$ cat config.mk
export PLATFORM = sky130hd
export DESIGN_NAME = utf8_name_validator_top
export DESIGN_NICKNAME = d
export VERILOG_FILES = /design/src/rtl/u8nv_pkg.sv /design/src/rtl/u8nv_step.sv /design/src/rtl/utf8_name_validator_top.sv
export SDC_FILE = /design/constraint.sdc
export NUM_CORES = 1
export LEC_CHECK = 0
export ABC_AREA = 1
export BUFFER_PORTS_ARGS = -buffer_cell sky130_fd_sc_hd__buf_2
export CAP_MARGIN = 20
export CORE_MARGIN = 1.5
export CORE_UTILIZATION = 42
export CTS_CLUSTER_DIAMETER = 60
export DETAILED_ROUTE_END_ITERATION = 10
export GPL_TIMING_DRIVEN = 1
export PLACE_DENSITY = 0.63
export REMOVE_ABC_BUFFERS = 1
export SYNTH_ARGS = -nofsm -noshare
export SYNTH_HDL_FRONTEND = slang
export SYNTH_SLANG_ARGS = --single-unit
$ cat constraint.sdc
create_clock -name clk -period 3.6 [get_ports clk]
set_clock_uncertainty 0.2 [all_clocks]
set_input_delay 0.72 -clock clk [delete_from_list [all_inputs] [get_ports clk]]
set_output_delay 0.72 -clock clk [all_outputs]
set_load 0.005 [all_outputs]
$ cat src/rtl/u8nv_pkg.sv
`timescale 1ns / 1ps
// ----------------------------------------------------------------------------
// u8nv_pkg
// Shared types, constants and code point checks for the UTF-8 name validator.
// ----------------------------------------------------------------------------
package u8nv_pkg;

	localparam int unsigned LEN_W      = 11;
	localparam int unsigned MAX_W      = 10;
	localparam int unsigned CP_W       = 21;

	localparam logic [LEN_W-1:0] COUNT_SAT      = 11'd1024;
	localparam logic [MAX_W-1:0] MAX_BYTES_RST  = 10'd32;

	localparam logic [CP_W-1:0] CP_MAX       = 21'h10FFFF;
	localparam logic [CP_W-1:0] CP_SURR_LO   = 21'h00D800;
	localparam logic [CP_W-1:0] CP_SURR_HI   = 21'h00DFFF;
	localparam logic [CP_W-1:0] CP_MIN_2B    = 21'h000080;
	localparam logic [CP_W-1:0] CP_MIN_3B    = 21'h000800;
	localparam logic [CP_W-1:0] CP_MIN_4B    = 21'h010000;
	localparam logic [CP_W-1:0] CP_SPACE     = 21'h000020;
	localparam logic [CP_W-1:0] CP_DEL       = 21'h00007F;
	localparam logic [CP_W-1:0] CP_C1_HI     = 21'h00009F;
	localparam logic [CP_W-1:0] CP_LSEP      = 21'h002028;
	localparam logic [CP_W-1:0] CP_PSEP      = 21'h002029;
	localparam logic [CP_W-1:0] CP_BIDI_LO   = 21'h00202A;
	localparam logic [CP_W-1:0] CP_BIDI_HI   = 21'h00202E;
	localparam logic [CP_W-1:0] CP_ISO_LO    = 21'h002066;
	localparam logic [CP_W-1:0] CP_ISO_HI    = 21'h002069;
	localparam logic [CP_W-1:0] CP_ALM       = 21'h00061C;
	localparam logic [CP_W-1:0] CP_LRM       = 21'h00200E;
	localparam logic [CP_W-1:0] CP_RLM       = 21'h00200F;

	// Continuation counts of a sequence
	localparam logic [1:0] SEQ_NONE = 2'd0;
	localparam logic [1:0] SEQ_TWO  = 2'd1;
	localparam logic [1:0] SEQ_THREE = 2'd2;
	localparam logic [1:0] SEQ_FOUR = 2'd3;

	typedef struct packed {
		logic [1:0]       pend;
		logic [1:0]       seqlen;
		logic [CP_W-1:0]  acc;
		logic [LEN_W-1:0] cnt;
		logic             fail;
	} name_state_t;

	function automatic logic cp_forbidden(input logic [CP_W-1:0] cp);
		logic r;
		r = (cp < CP_SPACE)
			|| (cp >= CP_DEL && cp <= CP_C1_HI)
			|| (cp == CP_LSEP) || (cp == CP_PSEP)
			|| (cp >= CP_BIDI_LO && cp <= CP_BIDI_HI)
			|| (cp >= CP_ISO_LO && cp <= CP_ISO_HI)
			|| (cp == CP_ALM) || (cp == CP_LRM) || (cp == CP_RLM);
		return r;
	endfunction

	function automatic logic cp_bad(input logic [CP_W-1:0] cp, input logic [1:0] conts);
		logic r;
		r = (conts == SEQ_TWO && cp < CP_MIN_2B)
			|| (conts == SEQ_THREE && cp < CP_MIN_3B)
			|| (conts == SEQ_FOUR && cp < CP_MIN_4B)
			|| (cp > CP_MAX)
			|| (cp >= CP_SURR_LO && cp <= CP_SURR_HI)
			|| cp_forbidden(cp);
		return r;
	endfunction

endpackage

$ cat src/rtl/u8nv_step.sv
`timescale 1ns / 1ps
// ----------------------------------------------------------------------------
// u8nv_step
// Next-state logic for one beat: decode the byte, update the sequence state,
// count it and form the verdict on the last beat of a name.
// ----------------------------------------------------------------------------
module u8nv_step
	import u8nv_pkg::*;
(
	input  name_state_t      cur,
	input  logic             has_byte,
	input  logic [7:0]       byte_value,
	input  logic             last,
	input  logic [MAX_W-1:0] max_bytes,
	output name_state_t      nxt,
	output logic             verdict,
	output logic [LEN_W-1:0] length
);

	name_state_t     upd;
	logic [CP_W-1:0] acc_sh;

	always_comb begin
		upd    = cur;
		acc_sh = {cur.acc[CP_W-7:0], byte_value[5:0]};
		if (has_byte) begin
			if (cur.cnt < COUNT_SAT) begin
				upd.cnt = cur.cnt + 1'b1;
			end
			if (cur.pend != SEQ_NONE) begin
				if (byte_value[7:6] != 2'b10) begin
					upd.fail   = 1'b1;
					upd.pend   = SEQ_NONE;
					upd.seqlen = SEQ_NONE;
					upd.acc    = '0;
				end else begin
					upd.acc  = acc_sh;
					upd.pend = cur.pend - 1'b1;
					// sequence complete: check the assembled code point
					if (cur.pend == SEQ_TWO) begin
						upd.seqlen = SEQ_NONE;
						upd.acc    = '0;
						if (cp_bad(acc_sh, cur.seqlen)) begin
							upd.fail = 1'b1;
						end
					end
				end
			end else if (!byte_value[7]) begin
				if (cp_forbidden({13'd0, byte_value})) begin
					upd.fail = 1'b1;
				end
			end else if (byte_value[7:5] == 3'b110) begin
				upd.acc    = {16'd0, byte_value[4:0]};
				upd.pend   = SEQ_TWO;
				upd.seqlen = SEQ_TWO;
			end else if (byte_value[7:4] == 4'b1110) begin
				upd.acc    = {17'd0, byte_value[3:0]};
				upd.pend   = SEQ_THREE;
				upd.seqlen = SEQ_THREE;
			end else if (byte_value[7:3] == 5'b11110) begin
				upd.acc    = {18'd0, byte_value[2:0]};
				upd.pend   = SEQ_FOUR;
				upd.seqlen = SEQ_FOUR;
			end else begin
				upd.fail   = 1'b1;
				upd.pend   = SEQ_NONE;
				upd.seqlen = SEQ_NONE;
				upd.acc    = '0;
			end
		end

		verdict = !upd.fail && (upd.pend == SEQ_NONE) && (upd.cnt != '0)
			&& (upd.cnt <= {1'b0, max_bytes});
		length  = upd.cnt;

		// clear for the next name after the verdict
		nxt = last ? '0 : upd;
	end

endmodule

$ cat src/rtl/utf8_name_validator_top.sv
`timescale 1ns / 1ps
// ----------------------------------------------------------------------------
// utf8_name_validator_top
// Checks a name one byte per beat for length limit, well-formed UTF-8 and
// forbidden code points; gives one verdict beat per name.
//
//   channel | handshake              | payload
//   --------+------------------------+-------------------------------------
//   input   | in_valid / in_stall    | has_byte, byte_value, last
//   output  | out_valid / out_stall  | name_valid, name_length
//   config  | cfg_wr_en              | cfg_wr_data (max_name_bytes)
//
// One input beat per cycle while in_stall is low; the verdict of a name is offered
// after its last beat passes the input register, then the result register.
// Reset clears the name state and loads a limit of 32 bytes.
// A stalled verdict holds the result register; only a last beat waits on
// it, other beats keep flowing through the decoder.
// ----------------------------------------------------------------------------
module utf8_name_validator_top
	import u8nv_pkg::*;
(
	input  logic             clk,
	input  logic             arst_n,
	input  logic             cfg_wr_en,
	input  logic [MAX_W-1:0] cfg_wr_data,
	input  logic             in_valid,
	output logic             in_stall,
	input  logic             has_byte,
	input  logic [7:0]       byte_value,
	input  logic             last,
	output logic             out_valid,
	input  logic             out_stall,
	output logic             name_valid,
	output logic [LEN_W-1:0] name_length
);

	logic [MAX_W-1:0] max_q;
	name_state_t      st_q;
	name_state_t      st_nxt;

	logic             valid_s1;
	logic             has_s1;
	logic [7:0]       byte_s1;
	logic             last_s1;

	logic             out_valid_q;
	logic             name_valid_q;
	logic [LEN_W-1:0] name_length_q;

	logic             verdict;
	logic [LEN_W-1:0] length;
	logic             out_free;
	logic             fire;

	assign out_free = !out_valid_q || !out_stall;
	// only a last beat needs room in the result register
	assign fire     = valid_s1 && (!last_s1 || out_free);
	assign in_stall = valid_s1 && !fire;

	always_ff @(posedge clk or negedge arst_n) begin
		if (!arst_n) begin
			max_q <= MAX_BYTES_RST;
		end else if (cfg_wr_en) begin
			max_q <= cfg_wr_data;
		end
	end

	always_ff @(posedge clk or negedge arst_n) begin
		if (!arst_n) begin
			valid_s1 <= 1'b0;
		end else if (!in_stall) begin
			valid_s1 <= in_valid;
		end
	end

	always_ff @(posedge clk) begin
		if (!in_stall && in_valid) begin
			has_s1  <= has_byte;
			byte_s1 <= byte_value;
			last_s1 <= last;
		end
	end

	u8nv_step u_step (
		.cur        (st_q),
		.has_byte   (has_s1),
		.byte_value (byte_s1),
		.last       (last_s1),
		.max_bytes  (max_q),
		.nxt        (st_nxt),
		.verdict    (verdict),
		.length     (length)
	);

	always_ff @(posedge clk or negedge arst_n) begin
		if (!arst_n) begin
			st_q <= '0;
		end else if (fire) begin
			st_q <= st_nxt;
		end
	end

	always_ff @(posedge clk or negedge arst_n) begin
		if (!arst_n) begin
			out_valid_q <= 1'b0;
		end else if (fire && last_s1) begin
			out_valid_q <= 1'b1;
		end else if (!out_stall) begin
			out_valid_q <= 1'b0;
		end
	end

	always_ff @(posedge clk) begin
		if (fire && last_s1) begin
			name_valid_q  <= verdict;
			name_length_q <= length;
		end
	end

	assign out_valid   = out_valid_q;
	assign name_valid  = name_valid_q;
	assign name_length = name_length_q;

	a_len_sat: assert property (@(posedge clk) disable iff (!arst_n)
		out_valid_q |-> (name_length_q <= COUNT_SAT))
		else $error("name length above saturation");

	a_valid_nonempty: assert property (@(posedge clk) disable iff (!arst_n)
		(out_valid_q && name_valid_q) |-> (name_length_q != '0))
		else $error("empty name reported valid");

	a_pend_seq: assert property (@(posedge clk) disable iff (!arst_n)
		(st_q.pend != SEQ_NONE) |-> (st_q.seqlen >= st_q.pend))
		else $error("pending continuations exceed sequence length");

	a_cnt_sat: assert property (@(posedge clk) disable iff (!arst_n)
		st_q.cnt <= COUNT_SAT)
		else $error("byte counter past saturation");

	a_s1_hold: assert property (@(posedge clk) disable iff (!arst_n)
		(valid_s1 && !fire) |=> (valid_s1 && $stable(byte_s1) && $stable(last_s1)))
		else $error("input register lost a waiting beat");

endmodule

==> results of run 1 <==
==> cells by family (layout without fill, tap and decap cells) <==
logic type                 count (synthesis)  after routing  share of synthesized area, %
and+or+nand+nor                          201            201                         24.84
AOI/OAI and AO/OA                         65             65                         10.95
DFF                                       65             65                         48.74
muxes                                      1              1                        0.3158
adders and majority gates                 13             13                         4.562
buffers and inverters                     82            131                         8.912
xor gates and xnor gates                   6              6                         1.684
==> flip-flops by register name (all words and copies together), names as in the netlist <==
| name | cells |
|---|---|
| byte_s1 | 8 |
| name_valid | 1 |
| has_s1 | 1 |
| max_q | 10 |
| st_q | 31 |
| valid_s1 | 1 |
| name_length | 11 |
| last_s1 | 1 |
| out_valid | 1 |
==> worst max-delay path: stages (launching register included) <==
cell      delay [ns]
dfrtp_1         0.45
ha_1            0.22
nand2_1         0.08
nand3b_1        0.21
nor2_1          0.15
nand2_1         0.08
xor2_1          0.18
ha_1            0.31
nand2_1         0.05
inv_1           0.06
nand3_1         0.05
or3_1           0.31
nand2_1         0.08
nand3_1         0.07
nor2_1          0.10
==> metrics by stage <==
step                utilization [%]  area, um2
floorplan                         -       3533
global placement              46.92       3855
detailed placement            46.92       3855
CTS                           49.51       4068
global route                  49.75       4088
finish                        49.75       4088
==> final timing paths <==
| check | slack, ns | cells after the start | endpoint | start |
|---|---|---|---|---|
| worst max-delay path | 0.88 | 14 | name_valid | st_q[1] |
| worst min-delay path | 0.06 | 1 | max_q[1] | arst_n |
| worst max register to register | 0.88 | 14 | name_valid | st_q[1] |
| worst min register to register | 0.30 | 2 | st_q[24] | st_q[24] |
| max in group asynchronous | 2.67 | 2 | st_q[22] | arst_n |
| min in group clk | 0.30 | 2 | st_q[24] | st_q[24] |
==> cell usage after synthesis (all sizes together), types with 2 or more instances <==
| cell type | number |
|---|---|
| nand2 | 100 |
| inv | 76 |
| nor2 | 52 |
| dfrtp | 42 |
| o21ai | 29 |
| nand3 | 26 |
| edfxtp | 22 |
| o22ai | 17 |
| ha | 13 |
| nand4 | 10 |
| a21oi | 9 |
| nor3 | 9 |
| xor2 | 6 |
| clkbuf | 4 |
| o211ai | 3 |
| a21o | 2 |
| buf | 2 |
| nand3b | 2 |
==> layer usage <==
metal	share of wire [%]	up-vias	track usage, %
li1	-	1505	-
met1	50	1379	27.61
met2	44	65	28.90
met3	4.3	16	2.871
met4	2.1	0	10.45
met5	0	-	0
==> cell type report <==
class	count	area, um2	area share, %
clock buffer	12	135.1	3.306
clock inverter	4	77.57	1.898
inverter	76	285.3	6.979
multi-input combinational	286	1510	36.95
sequential	65	1738	42.52
tap	105	131.4	3.214
timing repair buffer	39	210.2	5.142
==> where the power goes <==
group / leakage [uW] / total (uW) / internal, uW / switching (uW)
Combinational: 0.00113 / 235 / 83.4 / 151
Clock: 0.000105 / 678 / 393 / 285
Sequential: 0.000784 / 840 / 810 / 30.0
Total: 0.00202 / 1750 / 1290 / 466
==> placed cells by master (no fill, tap or decap), types with 9 or more instances in the layout <==
cell      Yosys  routed
nand2_1      97      97
inv_1        70      70
nor2_1       47      47
dfrtp_1      42      42
buf_2         1      38
nand3_1      26      26
o21ai_0      26      26
edfxtp_1     22      22
o22ai_1      17      17
ha_1         13      13
nand4_1      10      10
a21oi_1       9       9
clkbuf_8      0       9
==> flow_summary.ini, run 1 <==
[detailed_routing]
ant_nets = 0
first_pass_iters = 4
wl_per_cell_um = 13.65
viasPerCell = 5.051
wl_mm = 8.014
vias = 2965
drc = 0
drt_iter0_drc = 171

[timing]
slew_headroom_pct = 48.18
rsz0062_at_grt = no
final_hold_viol_count = 0
min_period_over_period_pct = 75.55
drv_slew = 0
whs_ns = 0.05713
setup_violations = 0
worstMarginPinSlew_ns = 0.7744
finalSetupTns_ns = 0
fmax_ghz = 0.3677
period_needed_ns = 2.720
layout_setup_ws_ns = 0.8802

[clocking]
cts.sinks = 65
cts_buffers = 9
insertion_delay_ns = 0.35
cts_root_buf = clkbuf_8
cts_setup_buffers = 0
holdBufCountCts = 0
cts-resized-gates = 0
clk_pin_slew_ns = 0.07
cts_tree = built
htree_num_levels = 3
clock_path_buffers = 2

[synth]
syn_inst = 433
synth_warnings = 0
ys_seq_area_share_pct = 48.74
yosys_most_used_dff = dfrtp_1
ys_ff_latch = 65
yosysTopAreaCell = dfrtp_1
synth_edf_count = 22
syn_avg_cell_area_um2 = 8.235
synthArstFlopShare_pct = 66.15
netlist.area_leader.share_pct = 29.47
syn_area_um2 = 3566
synthTopCellsByArea = dfrtp_1 29%, edfxtp_1 19%, nand2_1 10%
ys_types = 38

[grt]
grt_pass1_wl_mm = 13.44
grt_overflow = 0
grt_pass1_vias = 2905
grt_max_degree = 44
grt_antenna_before_repair = 0
grt_use_total_pct = 19.58

[place]
dp.cells = 570
dp.final_hpwl_mm = 5.962
port_buffers = 38
gp_congestion = 0.9102
pre_cts_ws_ns = 0.8956

[final_layout]
diodes = 0
drive_above_1_share_pct = 15.15
synthToLayoutAreaGrowth_pct = 14.63
final_nets = 515
fin_cells = 587
nFillCells = 800

[power]
vdd_drop_max_mv = 0.2437
p_leak_uw = 0.002018
power_uw = 1753
power.density_nw_per_um2 = 428.8

[setup_path]
cp-end-kind = flip-flop
arrival_ns = 2.74
path_max_fanout = 4
crit_path_start_kind = flip-flop
path_class = flip-flop to flip-flop
cp.required_ns = 3.62

[floorplan]
start_util_pct = 43.40
rows = 33
io_pins = 39
coreArea_um2 = 8217
die_x_um = 95.14
die_y_um = 95.14
dieArea_um2 = 9052

[job]
cap_violations = 0

[worst_hold_path]
hp-class = input pin to asynchronous set/reset pin

[run_status]
status = finished, final reports clean
(Power assumes the default switching activity.)
==> inputs of run 2 (changes only) <==
Settings changed: PLACE_DENSITY 0.63 to 0.66.
Clock period 3.6 ns to 2.5 ns, I/O delays scaled along.
==> run 2 against run 1 <==
The run now ends with negative setup slack left; critical endpoint unchanged; global-route usage up 0.57 points; cell area up 3.6%; first-iteration DRC count up 27%; setup slack worse by 0.93 ns; non-clock buffer count up 19; total power up 41%.
==> flow_summary.ini, run 2 (same netlist as run 1, synthesis figures left out) <==
[run_status]
status = finished with violations
violations = negative setup slack

[final_layout]
multiInputGateArea_um2 = 1538
final_common_cell = nand2_1
final_util_pct = 51.55
nFillCells = 766
final_nets = 534
drive_above_1_share_pct = 19.56
largest_reg_flops = 31
regMostFlops = st_q
final_cell_mix = 95 x nand2_1, 70 x inv_1, 46 x nor2_1
synthToLayoutAreaGrowth_pct = 18.77
seq_area_um2 = 1738
diodes = 0

[timing]
period_needed_ns = 2.548
layout_setup_ws_ns = -0.04772
worstMarginPinSlew_ns = 0.3771
drv_slew = 0
min_period_over_period_pct = 101.9
rsz0062_at_grt = yes
slew_headroom_pct = 74.73
setup_violations = 1
final_hold_viol_count = 0
finalSetupTns_ns = -0.04772
fmax_ghz = 0.3925

[setup_path]
arrival_ns = 2.56
cp.required_ns = 2.51
r2r-end = name_valid
path_class = flip-flop to flip-flop
crit_path_start_kind = flip-flop
r2r_setup_slack_ns = -0.05
critPathCapture = name_valid
r2r_start = st_q[2]
cp-startpoint = st_q[2]
reg2reg_depth = 14
cp-end-kind = flip-flop
path_max_fanout = 3

[power]
clkPwrFrac_pct = 35.8
vdd_drop_max_mv = 0.3054
intPower_uw = 1770
p_sw_uw = 694.5
combPwrFrac_pct = 15.4
power_frac_seq_pct = 48.8
power.density_nw_per_um2 = 581.9
p_leak_uw = 0.002102
switching_share_pct = 28.18

[floorplan]
start_util_pct = 43.40
dieArea_um2 = 9052
coreArea_um2 = 8217
die_x_um = 95.14
die_y_um = 95.14
rows = 33
io_pins = 39

[place]
gp_congestion = 0.9011
pre_cts_ws_ns = -0.07188
port_buffers = 38
dp.final_hpwl_mm = 6.156

[clocking]
htree_num_levels = 3
insertion_delay_ns = 0.35
clk_pin_slew_ns = 0.08
clock_path_buffers = 2
cts.sinks = 65
cts_buffers = 9
cts_root_buf = clkbuf_8
cts_tree = built

[detailed_routing]
top_layer = met4
wl_met2_mm = 3.546
drc = 0
wl_met3_um = 525
wl_per_cell_um = 13.59
m1WireLength_mm = 4.008
first_pass_iters = 5
vias = 3090
drt_iter0_drc = 218
wl_mm = 8.237
ant_nets = 0
viasPerCell = 5.099

[grt]
grt_antenna_before_repair = 0
grt_pass1_vias = 2946
grt_max_degree = 44
grt_pass1_wl_mm = 13.86
grt_use_total_pct = 20.15
grt_overflow = 0

[worst_hold_path]
hold_depth = 1
hp-class = input pin to flip-flop

[job]
cap_violations = 0
==> run 2: layout make-up <==
cell class | instances | share of cell area, %
inverter | 76 | 6.736
tap | 105 | 3.102
timing repair buffer | 58 | 8.390
multi-input combinational | 286 | 36.31
clock buffer | 11 | 3.102
clock inverter | 5 | 1.329
sequential | 65 | 41.03
==> run 2: critical path, stage by stage (launching register included) <==
cell and delay, ns:
dfrtp_1 0.36, ha_2 0.19, nand2_2 0.06, nand3b_1 0.19, nor2_1 0.14, nand2_1 0.08, xor2_1 0.16, ha_1 0.30
nand2_1 0.05, inv_1 0.06, nand3_1 0.07, or3_1 0.33, nand2_2 0.07, nand3_2 0.07, nor2_2 0.10
==> run 2: what timing repair did <==
item,in CTS,in global routing
pin swaps,3,6
hold endpoints to repair,42,0
buffers inserted,2,1
setup endpoints to repair,1,1
gates resized for setup,0,6
hold buffers,1,0
==> run 2: through the flow <==
| step | cells | total power, uW | hold slack [ns] | instance area, um2 |
|---|---|---|---|---|
| global route | 606 | 2583 | 0.1140 | 4235 |
| global placement | 586 | 1580 | 0.2690 | 3988 |
| CTS | 605 | 2473 | 0.1198 | 4200 |
| detailed placement | 586 | 1590 | 0.2737 | 3988 |
| finish | 606 | 2465 | 0.1235 | 4235 |
| floorplan | 427 | 1439 | 0.004409 | 3533 |
==> run 2: worst min-delay path by stage <==
stage	endpoint	startpoint
6_report	has_s1	has_byte
4_1_cts	byte_s1[1]	byte_value[1]
2_1_floorplan	max_q[0]	arst_n
3_5_place_dp	st_q[24]	st_q[24]
5_1_grt	byte_s1[6]	byte_value[6]
3_3_place_gp	st_q[24]	st_q[24]
==> run 2: per-layer routing <==
layer / global-route usage [%] / up-vias
met4: 8.085 / 0
met3: 3.907 / 14
met5: 0 / -
li1: - / 1549
met1: 29.44 / 1423
met2: 29.14 / 104
==> run 2: power groups by stage <==
stage | Combinational, uW | Clock [uW] | Sequential, uW
finish | 380 | 883 | 1200
global route | 429 | 946 | 1210
CTS | 373 | 898 | 1200
detailed placement | 366 | 0 | 1220
global placement | 358 | 0 | 1220
floorplan | 220 | 0 | 1220
